==> src/rtl/gra_pkg.sv <==
// ----------------------------------------------------------------------------
// gra_pkg
// Shared types and constants for the gyro rate angle integrator: register
// indexes and reset values, sequencer states and the control word.
// ----------------------------------------------------------------------------
package gra_pkg;

	localparam int RATE_BITS_DEF = 16;

	localparam int REG_IDX_W  = 3;
	localparam int REG_DATA_W = 16;
	localparam int BAND_W     = 15;
	localparam int FRAC_BITS  = 16;

	localparam logic [REG_IDX_W-1:0] REG_X_OFFSET = 3'd0;
	localparam logic [REG_IDX_W-1:0] REG_Y_OFFSET = 3'd1;
	localparam logic [REG_IDX_W-1:0] REG_DEADBAND = 3'd2;
	localparam logic [REG_IDX_W-1:0] REG_X_STEP   = 3'd3;
	localparam logic [REG_IDX_W-1:0] REG_Y_STEP   = 3'd4;
	localparam logic [REG_IDX_W-1:0] REG_SCALE    = 3'd5;

	localparam logic [15:0]       X_OFFSET_RST = 16'd210;
	localparam logic [15:0]       Y_OFFSET_RST = 16'd675;
	localparam logic [BAND_W-1:0] DEADBAND_RST = 15'd100;
	localparam logic [15:0]       X_STEP_RST   = 16'd4306;
	localparam logic [15:0]       Y_STEP_RST   = 16'd4325;
	localparam logic [15:0]       SCALE_RST    = 16'd573;

	typedef enum logic [2:0] {
		ST_IDLE,
		ST_PREP,
		ST_MUL_X,
		ST_MUL_Y,
		ST_SCL_X,
		ST_SCL_Y,
		ST_FIN
	} state_t;

	typedef enum logic [1:0] {
		MS_AVG_X,
		MS_AVG_Y,
		MS_ACC_X,
		MS_ACC_Y
	} mul_src_t;

	typedef struct packed {
		logic     prep_en;
		logic     mul_en;
		mul_src_t mul_src;
		logic     acc_x_en;
		logic     acc_y_en;
		logic     pan_en;
		logic     fin;
	} ctrl_t;

endpackage

==> src/rtl/gra_axis.sv <==
// ----------------------------------------------------------------------------
// gra_axis
// Per-axis rate conditioning: offset removal with saturation, deadband and
// averaging with the previous corrected rate (halved toward zero).
// ----------------------------------------------------------------------------
module gra_axis #(
	parameter int RATE_BITS = gra_pkg::RATE_BITS_DEF
) (
	input  logic signed [15:0]               raw,
	input  logic signed [15:0]               offset,
	input  logic [gra_pkg::BAND_W-1:0]       deadband,
	input  logic signed [RATE_BITS-1:0]      prev,
	output logic signed [RATE_BITS-1:0]      rate,
	output logic signed [RATE_BITS-1:0]      avg
);

	localparam int EW = (RATE_BITS > 17) ? RATE_BITS : 17;
	localparam int CW = (RATE_BITS > gra_pkg::BAND_W) ? RATE_BITS : gra_pkg::BAND_W;
	localparam longint HI_L = (64'sd1 <<< (RATE_BITS - 1)) - 64'sd1;
	localparam logic signed [EW-1:0] HI = EW'(HI_L);
	localparam logic signed [EW-1:0] LO = EW'(-HI_L - 64'sd1);

	logic signed [16:0]          diff;
	logic signed [EW-1:0]        diff_e;
	logic signed [EW-1:0]        sat_e;
	logic signed [RATE_BITS-1:0] sat;
	logic [RATE_BITS-1:0]        mag;
	logic signed [RATE_BITS:0]   sum;
	logic signed [RATE_BITS:0]   sum_adj;

	assign diff   = 17'(raw) - 17'(offset);
	assign diff_e = EW'(diff);

	always_comb begin
		if (diff_e > HI) begin
			sat_e = HI;
		end else if (diff_e < LO) begin
			sat_e = LO;
		end else begin
			sat_e = diff_e;
		end
	end

	assign sat  = sat_e[RATE_BITS-1:0];
	assign mag  = sat[RATE_BITS-1] ? (~sat + 1'b1) : sat;
	assign rate = (CW'(mag) < CW'(deadband)) ? '0 : sat;

	// halve toward zero
	assign sum     = (RATE_BITS+1)'(prev) + (RATE_BITS+1)'(rate);
	assign sum_adj = sum + (RATE_BITS+1)'(sum[RATE_BITS]);
	assign avg     = sum_adj[RATE_BITS:1];

endmodule

==> src/rtl/gra_mul.sv <==
// ----------------------------------------------------------------------------
// gra_mul
// Shared signed by unsigned Q0.16 multiplier with registered product; the
// output is the product divided by 65536 toward zero, low 16 bits.
// ----------------------------------------------------------------------------
module gra_mul #(
	parameter int AW = gra_pkg::RATE_BITS_DEF
) (
	input  logic                 clk,
	input  logic                 en,
	input  logic signed [AW-1:0] a,
	input  logic [15:0]          b,
	output logic [15:0]          q
);

	localparam int PW = AW + 17;

	logic signed [PW-1:0] prod_q;
	logic [PW-1:0]        adj;

	always_ff @(posedge clk) begin
		if (en) begin
			prod_q <= a * $signed({1'b0, b});
		end
	end

	assign adj = prod_q + (prod_q[PW-1] ? PW'(17'h0FFFF) : '0);
	assign q   = adj[gra_pkg::FRAC_BITS +: 16];

endmodule

==> src/rtl/gyro_rate_angle_integrator_core.sv <==
// ----------------------------------------------------------------------------
// gyro_rate_angle_integrator_core
// Two-axis gyro rate to angle integrator with a single shared multiplier.
// ----------------------------------------------------------------------------
// Each accepted item (rate_x, rate_y) yields one result (pan_angle,
// tilt_angle): the PREP state conditions both rates, then one multiplier
// is used four times in a row (x step, y step, x scale, y scale) and a
// final state, FIN, loads the output register. A new item is taken in the
// idle state that follows the load, so the block does not take a new item
// before it is through with the last one; the pace is set by the six
// sequencer steps plus the idle state in which the item is taken, slower
// while the output register still holds an unaccepted result. The output
// register holds a finished result while the next item is being processed.
// Configuration writes take effect at once and should only be issued idle.
// ----------------------------------------------------------------------------
module gyro_rate_angle_integrator_core #(
	parameter int RATE_BITS = gra_pkg::RATE_BITS_DEF
) (
	input  logic                              clk,
	input  logic                              arst_n,
	input  logic                              in_valid,
	output logic                              in_ready,
	input  logic signed [15:0]                rate_x,
	input  logic signed [15:0]                rate_y,
	output logic                              out_valid,
	input  logic                              out_ready,
	output logic signed [15:0]                pan_angle,
	output logic signed [15:0]                tilt_angle,
	input  logic                              wr_en,
	input  logic [gra_pkg::REG_IDX_W-1:0]     wr_index,
	input  logic [gra_pkg::REG_DATA_W-1:0]    wr_data
);

	localparam int AW = (RATE_BITS > 16) ? RATE_BITS : 16;

	gra_pkg::state_t state_q, state_d;
	gra_pkg::ctrl_t  ctrl;

	logic signed [15:0]             x_offset_q, y_offset_q;
	logic [gra_pkg::BAND_W-1:0]     deadband_q;
	logic [15:0]                    x_step_q, y_step_q, scale_q;

	logic signed [15:0]             raw_x_q, raw_y_q;
	logic signed [RATE_BITS-1:0]    prev_x_q, prev_y_q;
	logic signed [RATE_BITS-1:0]    avg_x_q, avg_y_q;
	logic signed [RATE_BITS-1:0]    rate_xc, rate_yc, avg_xc, avg_yc;
	logic signed [15:0]             acc_x_q, acc_y_q;
	logic signed [15:0]             pan_q;
	logic signed [15:0]             pan_angle_q, tilt_angle_q;
	logic                           out_valid_q;
	logic                           out_free;

	logic signed [AW-1:0]           mul_a;
	logic [15:0]                    mul_b;
	logic [15:0]                    mul_q;

	// configuration registers
	always_ff @(posedge clk or negedge arst_n) begin
		if (!arst_n) begin
			x_offset_q <= gra_pkg::X_OFFSET_RST;
			y_offset_q <= gra_pkg::Y_OFFSET_RST;
			deadband_q <= gra_pkg::DEADBAND_RST;
			x_step_q   <= gra_pkg::X_STEP_RST;
			y_step_q   <= gra_pkg::Y_STEP_RST;
			scale_q    <= gra_pkg::SCALE_RST;
		end else if (wr_en) begin
			case (wr_index)
				gra_pkg::REG_X_OFFSET: x_offset_q <= wr_data;
				gra_pkg::REG_Y_OFFSET: y_offset_q <= wr_data;
				gra_pkg::REG_DEADBAND: deadband_q <= wr_data[gra_pkg::BAND_W-1:0];
				gra_pkg::REG_X_STEP:   x_step_q   <= wr_data;
				gra_pkg::REG_Y_STEP:   y_step_q   <= wr_data;
				gra_pkg::REG_SCALE:    scale_q    <= wr_data;
				default: ;
			endcase
		end
	end

	assign in_ready = (state_q == gra_pkg::ST_IDLE);
	assign out_free = !out_valid_q || out_ready;

	// sequencer
	always_ff @(posedge clk or negedge arst_n) begin
		if (!arst_n) begin
			state_q <= gra_pkg::ST_IDLE;
		end else begin
			state_q <= state_d;
		end
	end

	always_comb begin
		state_d = state_q;
		case (state_q)
			gra_pkg::ST_IDLE:  if (in_valid) state_d = gra_pkg::ST_PREP;
			gra_pkg::ST_PREP:  state_d = gra_pkg::ST_MUL_X;
			gra_pkg::ST_MUL_X: state_d = gra_pkg::ST_MUL_Y;
			gra_pkg::ST_MUL_Y: state_d = gra_pkg::ST_SCL_X;
			gra_pkg::ST_SCL_X: state_d = gra_pkg::ST_SCL_Y;
			gra_pkg::ST_SCL_Y: state_d = gra_pkg::ST_FIN;
			gra_pkg::ST_FIN:   if (out_free) state_d = gra_pkg::ST_IDLE;
			default:           state_d = gra_pkg::ST_IDLE;
		endcase
	end

	always_comb begin
		ctrl = '0;
		ctrl.mul_src = gra_pkg::MS_AVG_X;
		case (state_q)
			gra_pkg::ST_PREP: ctrl.prep_en = 1'b1;
			gra_pkg::ST_MUL_X: begin
				ctrl.mul_en  = 1'b1;
				ctrl.mul_src = gra_pkg::MS_AVG_X;
			end
			gra_pkg::ST_MUL_Y: begin
				ctrl.mul_en   = 1'b1;
				ctrl.mul_src  = gra_pkg::MS_AVG_Y;
				ctrl.acc_x_en = 1'b1;
			end
			gra_pkg::ST_SCL_X: begin
				ctrl.mul_en   = 1'b1;
				ctrl.mul_src  = gra_pkg::MS_ACC_X;
				ctrl.acc_y_en = 1'b1;
			end
			gra_pkg::ST_SCL_Y: begin
				ctrl.mul_en  = 1'b1;
				ctrl.mul_src = gra_pkg::MS_ACC_Y;
				ctrl.pan_en  = 1'b1;
			end
			gra_pkg::ST_FIN: ctrl.fin = out_free;
			default: ;
		endcase
	end

	// rate conditioning lanes
	gra_axis #(.RATE_BITS(RATE_BITS)) u_axis_x (
		.raw      (raw_x_q),
		.offset   (x_offset_q),
		.deadband (deadband_q),
		.prev     (prev_x_q),
		.rate     (rate_xc),
		.avg      (avg_xc)
	);

	gra_axis #(.RATE_BITS(RATE_BITS)) u_axis_y (
		.raw      (raw_y_q),
		.offset   (y_offset_q),
		.deadband (deadband_q),
		.prev     (prev_y_q),
		.rate     (rate_yc),
		.avg      (avg_yc)
	);

	always_ff @(posedge clk) begin
		if (in_valid && in_ready) begin
			raw_x_q <= rate_x;
			raw_y_q <= rate_y;
		end
		if (ctrl.prep_en) begin
			avg_x_q <= avg_xc;
			avg_y_q <= avg_yc;
		end
		if (ctrl.pan_en) begin
			pan_q <= mul_q;
		end
	end

	// shared multiplier operand select
	always_comb begin
		case (ctrl.mul_src)
			gra_pkg::MS_AVG_X: begin
				mul_a = AW'(avg_x_q);
				mul_b = x_step_q;
			end
			gra_pkg::MS_AVG_Y: begin
				mul_a = AW'(avg_y_q);
				mul_b = y_step_q;
			end
			gra_pkg::MS_ACC_X: begin
				mul_a = AW'(acc_x_q);
				mul_b = scale_q;
			end
			gra_pkg::MS_ACC_Y: begin
				mul_a = AW'(acc_y_q);
				mul_b = scale_q;
			end
			default: begin
				mul_a = '0;
				mul_b = '0;
			end
		endcase
	end

	gra_mul #(.AW(AW)) u_mul (
		.clk (clk),
		.en  (ctrl.mul_en),
		.a   (mul_a),
		.b   (mul_b),
		.q   (mul_q)
	);

	// integrator state
	always_ff @(posedge clk or negedge arst_n) begin
		if (!arst_n) begin
			prev_x_q <= '0;
			prev_y_q <= '0;
			acc_x_q  <= '0;
			acc_y_q  <= '0;
		end else begin
			if (ctrl.prep_en) begin
				prev_x_q <= rate_xc;
				prev_y_q <= rate_yc;
			end
			if (ctrl.acc_x_en) begin
				acc_x_q <= acc_x_q + mul_q;
			end
			if (ctrl.acc_y_en) begin
				acc_y_q <= acc_y_q + mul_q;
			end
		end
	end

	// output register
	always_ff @(posedge clk or negedge arst_n) begin
		if (!arst_n) begin
			out_valid_q <= 1'b0;
		end else if (ctrl.fin) begin
			out_valid_q <= 1'b1;
		end else if (out_ready) begin
			out_valid_q <= 1'b0;
		end
	end

	always_ff @(posedge clk) begin
		if (ctrl.fin) begin
			pan_angle_q  <= pan_q;
			tilt_angle_q <= mul_q;
		end
	end

	assign out_valid  = out_valid_q;
	assign pan_angle  = pan_angle_q;
	assign tilt_angle = tilt_angle_q;

	a_acc_x_only_after_mul_y: assert property (@(posedge clk) disable iff (!arst_n)
		!$stable(acc_x_q) |-> $past(state_q) == gra_pkg::ST_MUL_Y)
		else $error("x accumulator changed outside its update slot");

	a_accept_starts_prep: assert property (@(posedge clk) disable iff (!arst_n)
		in_valid && in_ready |=> state_q == gra_pkg::ST_PREP)
		else $error("accepted item did not start conditioning");

	a_fin_waits_for_slot: assert property (@(posedge clk) disable iff (!arst_n)
		state_q == gra_pkg::ST_FIN && out_valid_q && !out_ready |=> state_q == gra_pkg::ST_FIN)
		else $error("result dropped while output slot busy");

	a_scale_y_then_fin: assert property (@(posedge clk) disable iff (!arst_n)
		state_q == gra_pkg::ST_SCL_Y |=> state_q == gra_pkg::ST_FIN)
		else $error("sequencer skipped the final cycle");

endmodule
==> config.mk <==
export PLATFORM = sky130hd
export DESIGN_NAME = gyro_rate_angle_integrator_core
export DESIGN_NICKNAME = d
export VERILOG_FILES = /design/src/rtl/gra_pkg.sv /design/src/rtl/gra_axis.sv /design/src/rtl/gra_mul.sv /design/src/rtl/gyro_rate_angle_integrator_core.sv
export SDC_FILE = /design/constraint.sdc
export NUM_CORES = 1
export LEC_CHECK = 0
export BUFFER_PORTS_ARGS = -buffer_cell sky130_fd_sc_hd__buf_2
export CAP_MARGIN = 5
export CORE_MARGIN = 1.5
export CORE_UTILIZATION = 45
export DETAILED_ROUTE_END_ITERATION = 6
export PLACE_DENSITY = 0.69
export REMOVE_ABC_BUFFERS = 1
export SETUP_SLACK_MARGIN = 0.15
export SYNTH_ARGS = -nofsm -noshare
export SYNTH_HDL_FRONTEND = slang
export SYNTH_HIERARCHICAL = 1
export SYNTH_SLANG_ARGS = --single-unit
==> constraint.sdc <==
create_clock -name clk -period 10.4 [get_ports clk]
set_input_delay 0.52 -clock clk [delete_from_list [all_inputs] [get_ports clk]]
set_output_delay 0.52 -clock clk [all_outputs]
set_load 0.02 [all_outputs]
=== Word level (Yosys, flattened, before mapping) ===
Cells that the tools add are included.

* Flip-flop bits (word level): 308
* Input port bits: 56
* Output and inout bits: 34
* Word-level logic and storage cells: 93

* $add $sub $neg: 11
* Multiply operators: 1
* $lt $le $gt $ge: 6
* Eq/ne operators: 16
* Muxes and demuxes: 22
* Bitwise gates (word level): 2
* Reduce and logical (&&, ||, !) cells: 15

{| class="wikitable"
|+ Operators by type and width
! kind !! count
|-
| 16-bit 2-to-1 mux || 9
|-
| 16-bit one-hot mux with 4 select lines || 1
|-
| 16-bit one-hot mux with 3 select lines || 1
|-
| 16-bit by 16-bit adder with 17-bit output || 2
|-
| 17-bit by 1-bit adder with 17-bit output || 2
|-
| 17-bit by 16-bit greater-than comparator with 1-bit output, second input constant || 2
|-
| 17-bit by 16-bit less-than comparator with 1-bit output, second input constant || 2
|-
| 16-bit by 16-bit subtractor with 17-bit output || 2
|-
| 16-bit by 17-bit multiplier with 33-bit output || 1
|-
| 16-bit by 1-bit adder with 16-bit output, second input constant || 2
|-
| 16-bit adder || 2
|-
| 32-bit adder || 1
|-
| 16-bit by 15-bit less-than comparator with 1-bit output || 2
|-
| 16-bit inverter || 2
|-
| 3-bit one-hot mux with 7 select lines || 1
|-
| 3-bit equality test, second input constant || 5
|-
| 2-bit AND reduction || 7
|-
| 3-bit by 2-bit equality test with 1-bit output, second input constant || 4
|-
| 3-bit one-hot mux with 4 select lines || 1
|-
| 1-bit 2-to-1 mux || 7
|-
| 3-bit by 1-bit equality test with 1-bit output, second input constant || 2
|-
| 3-bit zero test || 2
|-
| 3-bit 2-to-1 mux || 2
|-
| 2-bit equality test, second input constant || 2
|-
| 8 further kinds || 9
|}

=== Depth between registers and ports, before layout ===
Gate-level depths: netlist of run 1.

* Depth after elaboration: 11
* Depth in mapped cells: 34
* Depth with buffers taken out: 34

=== Modules after synthesis ===
The synthesis of run 1 kept the hierarchy.

{| class="wikitable"
|+ By module, submodules not included
! module !! instances !! cells each !! area each (µm²)
|-
| gyro_rate_angle_integrator_core || 1 || 815 || 11583.6
|-
| gra_mul || 1 || 1164 || 10679.0
|-
| gra_axis (u_axis_y) || 1 || 486 || 3500.9
|-
| gra_axis (u_axis_x) || 1 || 506 || 3310.7
|}

=== Worst setup path after synthesis of run 1 ===
No wires, ideal clock.

* Path kind: register to register
* Start: register y_offset_q[0]
* End: register avg_y_q[15], data pin
* Setup time: 270 ps
* Arrival: 7518 ps
* Required time: 10130 ps
* Slack: 2613 ps
* Stages on the path, launching flop included: 34
* Buffers on the path: 1
* Period minus slack after synthesis: 7787 ps
* Cell sequence: dfstp_2 -> ha_1 -> fa_1 -> nand2b_1 -> a21boi_2 -> o21ai_2 -> o211ai_1 -> a21boi_2 -> nand2_1 -> a21o_1 -> ha_1 -> clkbuf_1 -> nor3_1 -> a21oi_1 -> o22a_1 -> ha_1 -> a21o_1 -> a21o_1 -> a211oi_1 -> o221ai_1 -> nor3b_1 -> a31oi_1 -> a311oi_4 -> nor2_1 -> ha_1 -> fa_1 -> a211o_1 -> a2111o_1 -> o311ai_0 -> and2_1 -> nand4b_4 -> nor4b_4 -> and3_1 -> a21boi_0

* Cells in the longest elaborated chain, start to end: 11

{| class="wikitable"
|+ Ends and longest elaborated chain
! element !! line !! text
|-
| start, declared || gyro_rate_angle_integrator_core.sv:39 || <nowiki>logic signed [15:0] x_offset_q, y_offset_q;</nowiki>
|-
| start signal, assigned || gyro_rate_angle_integrator_core.sv:61 || <nowiki>y_offset_q <= gra_pkg::Y_OFFSET_RST;</nowiki>
|-
| start signal, assigned || gyro_rate_angle_integrator_core.sv:69 || <nowiki>gra_pkg::REG_Y_OFFSET: y_offset_q <= wr_data;</nowiki>
|-
| 16-bit by 16-bit subtractor with 17-bit output (*) || gra_axis.sv:31 || <nowiki>assign diff = 17'(raw) - 17'(offset);</nowiki>
|-
| 17-bit by 16-bit less-than comparator with 1-bit output || gra_axis.sv:37 || <nowiki>end else if (diff_e < LO) begin</nowiki>
|-
| 16-bit 2-to-1 mux || gra_axis.sv:37 ||
|-
| 16-bit 2-to-1 mux (*) || gra_axis.sv:35 || <nowiki>if (diff_e > HI) begin</nowiki>
|-
| 16-bit inverter || gra_axis.sv:45 || <nowiki>assign mag = sat[RATE_BITS-1] ? (~sat + 1'b1) : sat;</nowiki>
|-
| 16-bit by 1-bit adder with 16-bit output || gra_axis.sv:45 ||
|-
| 16-bit 2-to-1 mux || gra_axis.sv:45 ||
|-
| 16-bit by 15-bit less-than comparator with 1-bit output || gra_axis.sv:46 || <nowiki>assign rate = (CW'(mag) < CW'(deadband)) ? '0 : sat;</nowiki>
|-
| 16-bit 2-to-1 mux (*) || gra_axis.sv:46 ||
|-
| via rate_yc[0] || gyro_rate_angle_integrator_core.sv:46 || <nowiki>logic signed [RATE_BITS-1:0] rate_xc, rate_yc, avg_xc, avg_yc;</nowiki>
|-
| 16-bit by 16-bit adder with 17-bit output (*) || gra_axis.sv:49 || <nowiki>assign sum = (RATE_BITS+1)'(prev) + (RATE_BITS+1)'(rate);</nowiki>
|-
| 17-bit by 1-bit adder with 17-bit output (*) || gra_axis.sv:50 || <nowiki>assign sum_adj = sum + (RATE_BITS+1)'(sum[RATE_BITS]);</nowiki>
|-
| via avg_yc[15] || gyro_rate_angle_integrator_core.sv:46 ||
|-
| end signal, assigned || gyro_rate_angle_integrator_core.sv:160 || <nowiki>avg_y_q <= avg_yc;</nowiki>
|-
| end, declared || gyro_rate_angle_integrator_core.sv:45 || <nowiki>logic signed [RATE_BITS-1:0] avg_x_q, avg_y_q;</nowiki>
|}

The timed path passes the listed nets; every way through them passes the cells marked *.
A chain may end at the register's enable or synchronous reset.

=== Worst setup path in the final report of run 1 ===
* Start: register x_offset_q[4]
* End: register avg_x_q[15], data pin

* Cells in the longest elaborated chain, start to end: 11

{| class="wikitable"
|+ Ends and longest elaborated chain
! element !! line !! text
|-
| start, declared || gyro_rate_angle_integrator_core.sv:39 ||
|-
| start signal, assigned || gyro_rate_angle_integrator_core.sv:60 || <nowiki>x_offset_q <= gra_pkg::X_OFFSET_RST;</nowiki>
|-
| start signal, assigned || gyro_rate_angle_integrator_core.sv:68 || <nowiki>gra_pkg::REG_X_OFFSET: x_offset_q <= wr_data;</nowiki>
|-
| 16-bit by 16-bit subtractor with 17-bit output (*) || gra_axis.sv:31 ||
|-
| 17-bit by 16-bit less-than comparator with 1-bit output || gra_axis.sv:37 ||
|-
| 16-bit 2-to-1 mux || gra_axis.sv:37 ||
|-
| 16-bit 2-to-1 mux (*) || gra_axis.sv:35 ||
|-
| 16-bit inverter || gra_axis.sv:45 ||
|-
| 16-bit by 1-bit adder with 16-bit output || gra_axis.sv:45 ||
|-
| 16-bit 2-to-1 mux || gra_axis.sv:45 ||
|-
| 16-bit by 15-bit less-than comparator with 1-bit output || gra_axis.sv:46 ||
|-
| 16-bit 2-to-1 mux (*) || gra_axis.sv:46 ||
|-
| via rate_xc[0] || gyro_rate_angle_integrator_core.sv:46 ||
|-
| 16-bit by 16-bit adder with 17-bit output (*) || gra_axis.sv:49 ||
|-
| 17-bit by 1-bit adder with 17-bit output (*) || gra_axis.sv:50 ||
|-
| via avg_xc[15] || gyro_rate_angle_integrator_core.sv:46 ||
|-
| end signal, assigned || gyro_rate_angle_integrator_core.sv:159 || <nowiki>avg_x_q <= avg_xc;</nowiki>
|-
| end, declared || gyro_rate_angle_integrator_core.sv:45 ||
|}

Marked as above.

==> flow_metrics.tcl, run 1 <==
set metrics [dict create \
    status "finished with violations" \
    violations "design-rule violations" \
    layout-drive-gt1-share_pct 14.1 \
    crit_start "x_offset_q[4]" \
    dr_total_vias 21693 \
    largest-register "u_mul/prod_q" \
    period_needed_ns 9.45 \
    path_depth 32 \
    slew_violations 0 \
    diodes 0 \
    drc 2 \
    slew_headroom_pct 24.0 \
    syn_to_final_growth_pct 8.53 \
    ys_ff_latch 308 \
    r2r-end "avg_x_q[15]" \
    reg2regPathDepth 32 \
    fin_hold_ws_ns 0.120 \
    crit_slowest_cell "a21oi_1" \
    drt_iter0_markers 1205 \
    ant_nets 0 \
    clk-insertion-delay-late_ns 0.58 \
    drt_wl_total_mm 70.2 \
    ctsHoldBuffers 1 \
    dieArea_mm2 0.0661 \
    syn_inst 2971 \
    grt_pass1_vias 21280 \
    synthArstFlopShare_pct 52.9 \
    yosysUniqueCellTypes 126 \
    viasPerCell 5.58 \
    finClkSkew_ns 0.0266 \
    synth_flop_cell "edfxtp_1" \
    period_share_pct 90.9 \
    portBuffers 89 \
    crit_fanout 23 \
    fillers 5928 \
    fmax_mhz 106 \
    grt_pass1_wl_mm 113 \
    cap_violations 0 \
    clock_path_buffers 3 \
    largest_reg_flops 33 \
    die_w_um 257 \
    cp-start-kind "register" \
    core_mm2 0.0641 \
    worst_setup_path_end_kind "register" \
    dp_slack_ns 1.14 \
    cts_made_buffers 37 \
    syn_area_mm2 0.0291 \
    ios 90 \
    wire_per_inst_um 18.1 \
    tightest_slew_ns 1.14 \
    yosys_warnings 6 \
    fin_tns_setup_ns 0 \
    grt_antenna_before_repair 0 \
    cts_tree "built" \
    cts.clk_slew.worst_paths_ns 0.06 \
    endpoint "avg_x_q[15]" \
    die_h_um 257 \
    reg2reg_from "x_offset_q[4]" \
    gp_congestion 0.892 \
    fin_nets 3523 \
    numClockSinks 308 \
    setup_slack_ns 0.947 \
    hpwlAfterDp_mm 53.3 \
    min_path_type "input pin to register" \
    worst-path-buf-inv 2 \
    htreeDepth 2 \
    rsz0062_at_grt "false" \
    gr-usage-all-layers_pct 21.2 \
    post_cts_resized 0 \
    overflow 0 \
    synth_edf_count 145 \
    slowest_delay_ns 0.62 \
    yosysSeqAreaShare_pct 29.1 \
    fin_util_pct 49.2 \
    crit_arrival_ns 9.75 \
    num_rows 93 \
    firstDrtPassIters 7 \
    start_util_pct 45.3 \
    regToRegSetupSlack_ns 0.95 \
    cp_top_family "compound AO/OA/AOI/OAI gates" \
    grt_max_degree 69 \
    root_buffer "clkbuf_16" \
    setup_viol 0 \
    crit_required_ns 10.70 \
    timing.final.hold_violations 0 \
    critical_path_class "register to register" \
    cts_setup_buffers 0 \
    syn_area_per_cell_um2 9.79 \
]
==> layer usage <==
layer  global-route usage [%]  part of all wire [%]  vias up
met3                     2.94                   5.2      116
met2                     35.1                    47      580
li1                         -                     -    10377
met5                        0                     0        -
met4                     6.34                   2.7        0
met1                     28.9                    45    10620
==> layout by cell type, fill, tap and decap left out, types with 19 or more instances in the layout <==
master / netlist / layout
and2_1: 135 / 135
nor2_1: 135 / 134
dfstp_2: 29 / 29
xor2_1: 57 / 56
nand4_1: 38 / 38
nand2b_1: 24 / 24
dfrtp_1: 134 / 134
mux2i_1: 22 / 22
nand3_1: 53 / 53
nand2_1: 313 / 313
a22oi_1: 19 / 19
clkbuf_16: 0 / 37
o21ai_0: 106 / 106
xnor2_1: 89 / 89
mux2_2: 128 / 128
a211oi_1: 26 / 26
inv_1: 341 / 341
o21a_1: 19 / 19
a21o_1: 45 / 45
a21oi_1: 153 / 153
buf_2: 27 / 88
ha_1: 261 / 261
fa_1: 200 / 200
edfxtp_1: 145 / 145
nor3_1: 30 / 30
==> metrics by stage <==
stage / instance area, µm² / instances
5_1_grt: 31600 / 3890
6_report: 31600 / 3890
4_1_cts: 31600 / 3890
3_3_place_gp: 30300 / 3821
3_5_place_dp: 30300 / 3821
2_1_floorplan: 28600 / 2859
==> Yosys cell counts, types with 6 or more instances <==
master	number	area (µm²)
and4_1	6	52.6
a31o_2	7	61.3
o21bai_1	10	75.1
o31ai_1	9	67.6
nor3b_1	10	75.1
a22oi_1	19	143
nor4_1	9	56.3
ha_1	261	3270
or3_1	8	50.1
nor2_1	135	507
clkbuf_1	74	278
a31oi_1	18	113
dfrtp_1	134	3350
nor2b_1	15	93.8
xnor2_1	89	780
and2_1	135	845
buf_2	27	135
and3_1	18	113
nand4_1	38	238
o21ai_0	106	531
mux2i_1	22	220
xor2_1	57	499
nor3_1	30	150
fa_1	200	4000
a211o_1	16	140
mux2_2	128	1440
dfstp_2	29	762
a21oi_1	153	766
a211oi_1	26	195
inv_1	341	1280
o21a_1	19	143
nand2b_1	24	150
nand3b_1	10	75.1
a21o_1	45	338
o211ai_1	12	90.1
o21ai_1	11	55.1
a221o_1	17	170
edfxtp_1	145	4350
nand2_1	313	1170
or2_2	12	75.1
nand3_1	53	265
==> layout make-up <==
type	instances	area [µm²]	share of cell area [%]
repair buffers	108	597	1.89
clock inverters	22	241	0.765
inverters	342	1280	4.07
clock buffers	46	1010	3.20
flip-flops and latches	308	8470	26.8
well taps	855	1070	3.39
multi-input cells	2209	18900	59.8
==> logic make-up after synthesis <==
family                   Yosys count  synth area share [%]
AND/OR/NAND/NOR                  864                  15.3
flip-flops                       308                  29.1
XOR/XNOR                         148                  4.51
adder cells (fa/ha/maj)          466                  25.2
buffers and inverters            454                  6.16
multiplexers                     150                  5.72
AO/OA/AOI/OAI                    581                  14.1
==> worst reg2reg max path, delay by kind of cell (launching register included) <==
kind,cells,cell delay (ns)
buf+inv,2,0.26
mux,1,0.16
flops,1,0.52
fa+ha+maj,5,1.67
compound gates,14,4.45
simple gates,10,2.12
==> how the worst min path moves through the flow <==
| stage | cells past startpoint | endpoint | slack, ns | from |
|---|---|---|---|---|
| floorplan | 0 | acc_x_q[0] | 0.22 | arst_n |
| global placement | 0 | pan_angle[13] | 0.40 | pan_q[13] |
| detailed placement | 0 | pan_angle[12] | 0.40 | pan_q[12] |
| CTS | 1 | raw_x_q[7] | 0.08 | rate_x[7] |
| global route | 1 | raw_x_q[7] | 0.09 | rate_x[7] |
| finish | 1 | raw_x_q[7] | 0.12 | rate_x[7] |
Power of run 1 is left out: the tool's default activity adds up to more than one toggle a clock period on the data nets, which glitch-free logic cannot reach.
==> inputs of run 2 (changes only) <==
Settings changed: PLACE_DENSITY 0.69 to 0.71.
==> flow_metrics.tcl, run 2 (synthesis gave the netlist of run 1 again) <==
set metrics [dict create \
    overflow 0 \
    rsz0062_at_grt "false" \
    cp-start-kind "register" \
    timing.final.hold_violations 0 \
    ant_nets 0 \
    die_h_um 257 \
    portBuffers 89 \
    crit_arrival_ns 9.60 \
    largest_reg_flops 33 \
    slew_violations 0 \
    firstDrtPassIters 6 \
    gp_congestion 0.885 \
    wire_per_inst_um 18.2 \
    root_buffer "clkbuf_16" \
    slowest_delay_ns 0.56 \
    fin_tns_setup_ns 0 \
    clk-insertion-delay-late_ns 0.58 \
    worst-path-buf-inv 1 \
    start_util_pct 45.3 \
    cts_setup_buffers 0 \
    crit_slowest_cell "nor4_2" \
    htreeDepth 2 \
    core_mm2 0.0641 \
    period_share_pct 89.2 \
    ios 90 \
    fillers 5923 \
    largest-register "u_mul/prod_q" \
    path_common_cell "ha_1" \
    finClkSkew_ns 0.0303 \
    cts.clk_slew.worst_paths_ns 0.06 \
    viasPerCell 5.60 \
    grt_antenna_before_repair 2 \
    slew_headroom_pct 22.0 \
    final_common_cell "inv_1" \
    critical_path_class "register to register" \
    fmax_mhz 108 \
    drt_wl_total_mm 70.6 \
    die_w_um 257 \
    hpwlAfterDp_mm 53.2 \
    grt_pass1_wl_mm 113 \
    drc 0 \
    status "finished, final reports clean" \
    crit_fanout 23 \
    num_rows 93 \
    grt_max_degree 79 \
    final_cell_mix "inv_1 (341), nand2_1 (313), ha_1 (261)" \
    layout-drive-gt1-share_pct 13.9 \
    clock_path_buffers 3 \
    numClockSinks 308 \
    worst_setup_path_end_kind "register" \
    setup_viol 0 \
    diodes 0 \
    gr-usage-all-layers_pct 21.2 \
    cp_top_family "compound AO/OA/AOI/OAI gates" \
    cts_made_buffers 37 \
    grt_pass1_vias 21634 \
    cts_tree "built" \
    drt_iter0_markers 1253 \
    tightest_slew_ns 1.16 \
    dr_total_vias 21785 \
    cap_violations 0 \
    fin_nets 3523 \
    period_needed_ns 9.28 \
    syn_to_final_growth_pct 8.34 \
    dieArea_mm2 0.0661 \
    min_path_type "input pin to register" \
    crit_required_ns 10.72 \
]
run 2: what timing repair did:
action                                 4_1_cts  5_1_grt
setup endpoints to repair                    0        2
gates resized for setup                      0        1
endpoints found under the hold margin        5        0
hold buffers                                 1        0
run 2: area by class of cell:
| cell class | count | area (µm²) | area share [%] |
|---|---|---|---|
| clock buffers | 51 | 1040 | 3.31 |
| clock inverters | 16 | 151 | 0.481 |
| inverters | 342 | 1280 | 4.08 |
| multi-input cells | 2209 | 18900 | 60.0 |
| flip-flops and latches | 308 | 8470 | 26.9 |
| well taps | 855 | 1070 | 3.40 |
| repair buffers | 108 | 597 | 1.89 |
run 2: metrics by stage:
step	std cells	hold WS (ns)	area, µm²	setup WS [ns]	util (%)
floorplan	2859	0.224	28600	1.59	-
global placement	3821	0.401	30300	1.23	47.2
detailed placement	3821	0.405	30300	1.07	47.2
CTS	3889	0.0918	31500	1.04	49.1
global route	3889	0.107	31500	0.234	49.1
finish	3889	0.124	31500	1.12	49.1
run 2: worst paths after layout:
check / startpoint / endpoint / slack, ns / depth (start not counted)
worst max-delay path: x_offset_q[0] / avg_x_q[15] / 1.12 / 32
worst min-delay path: rate_y[4] / raw_y_q[4] / 0.12 / 1
worst max register to register: x_offset_q[0] / avg_x_q[15] / 1.12 / 32
worst min register to register: pan_q[6] / pan_angle[6] / 0.41 / 0
max in group asynchronous: arst_n / scale_q[12] / 8.07 / 4
min in group asynchronous: arst_n / x_offset_q[15] / 0.55 / 2
run 2: layer usage:
metal	wire length, µm	vias up	track usage (%)
li1	-	10385	-
met1	32000	10663	28.6
met2	32600	606	34.8
met3	3730	131	3.13
met4	2260	0	7.40
met5	0	-	0
Power of run 2 is left out for the same reason.
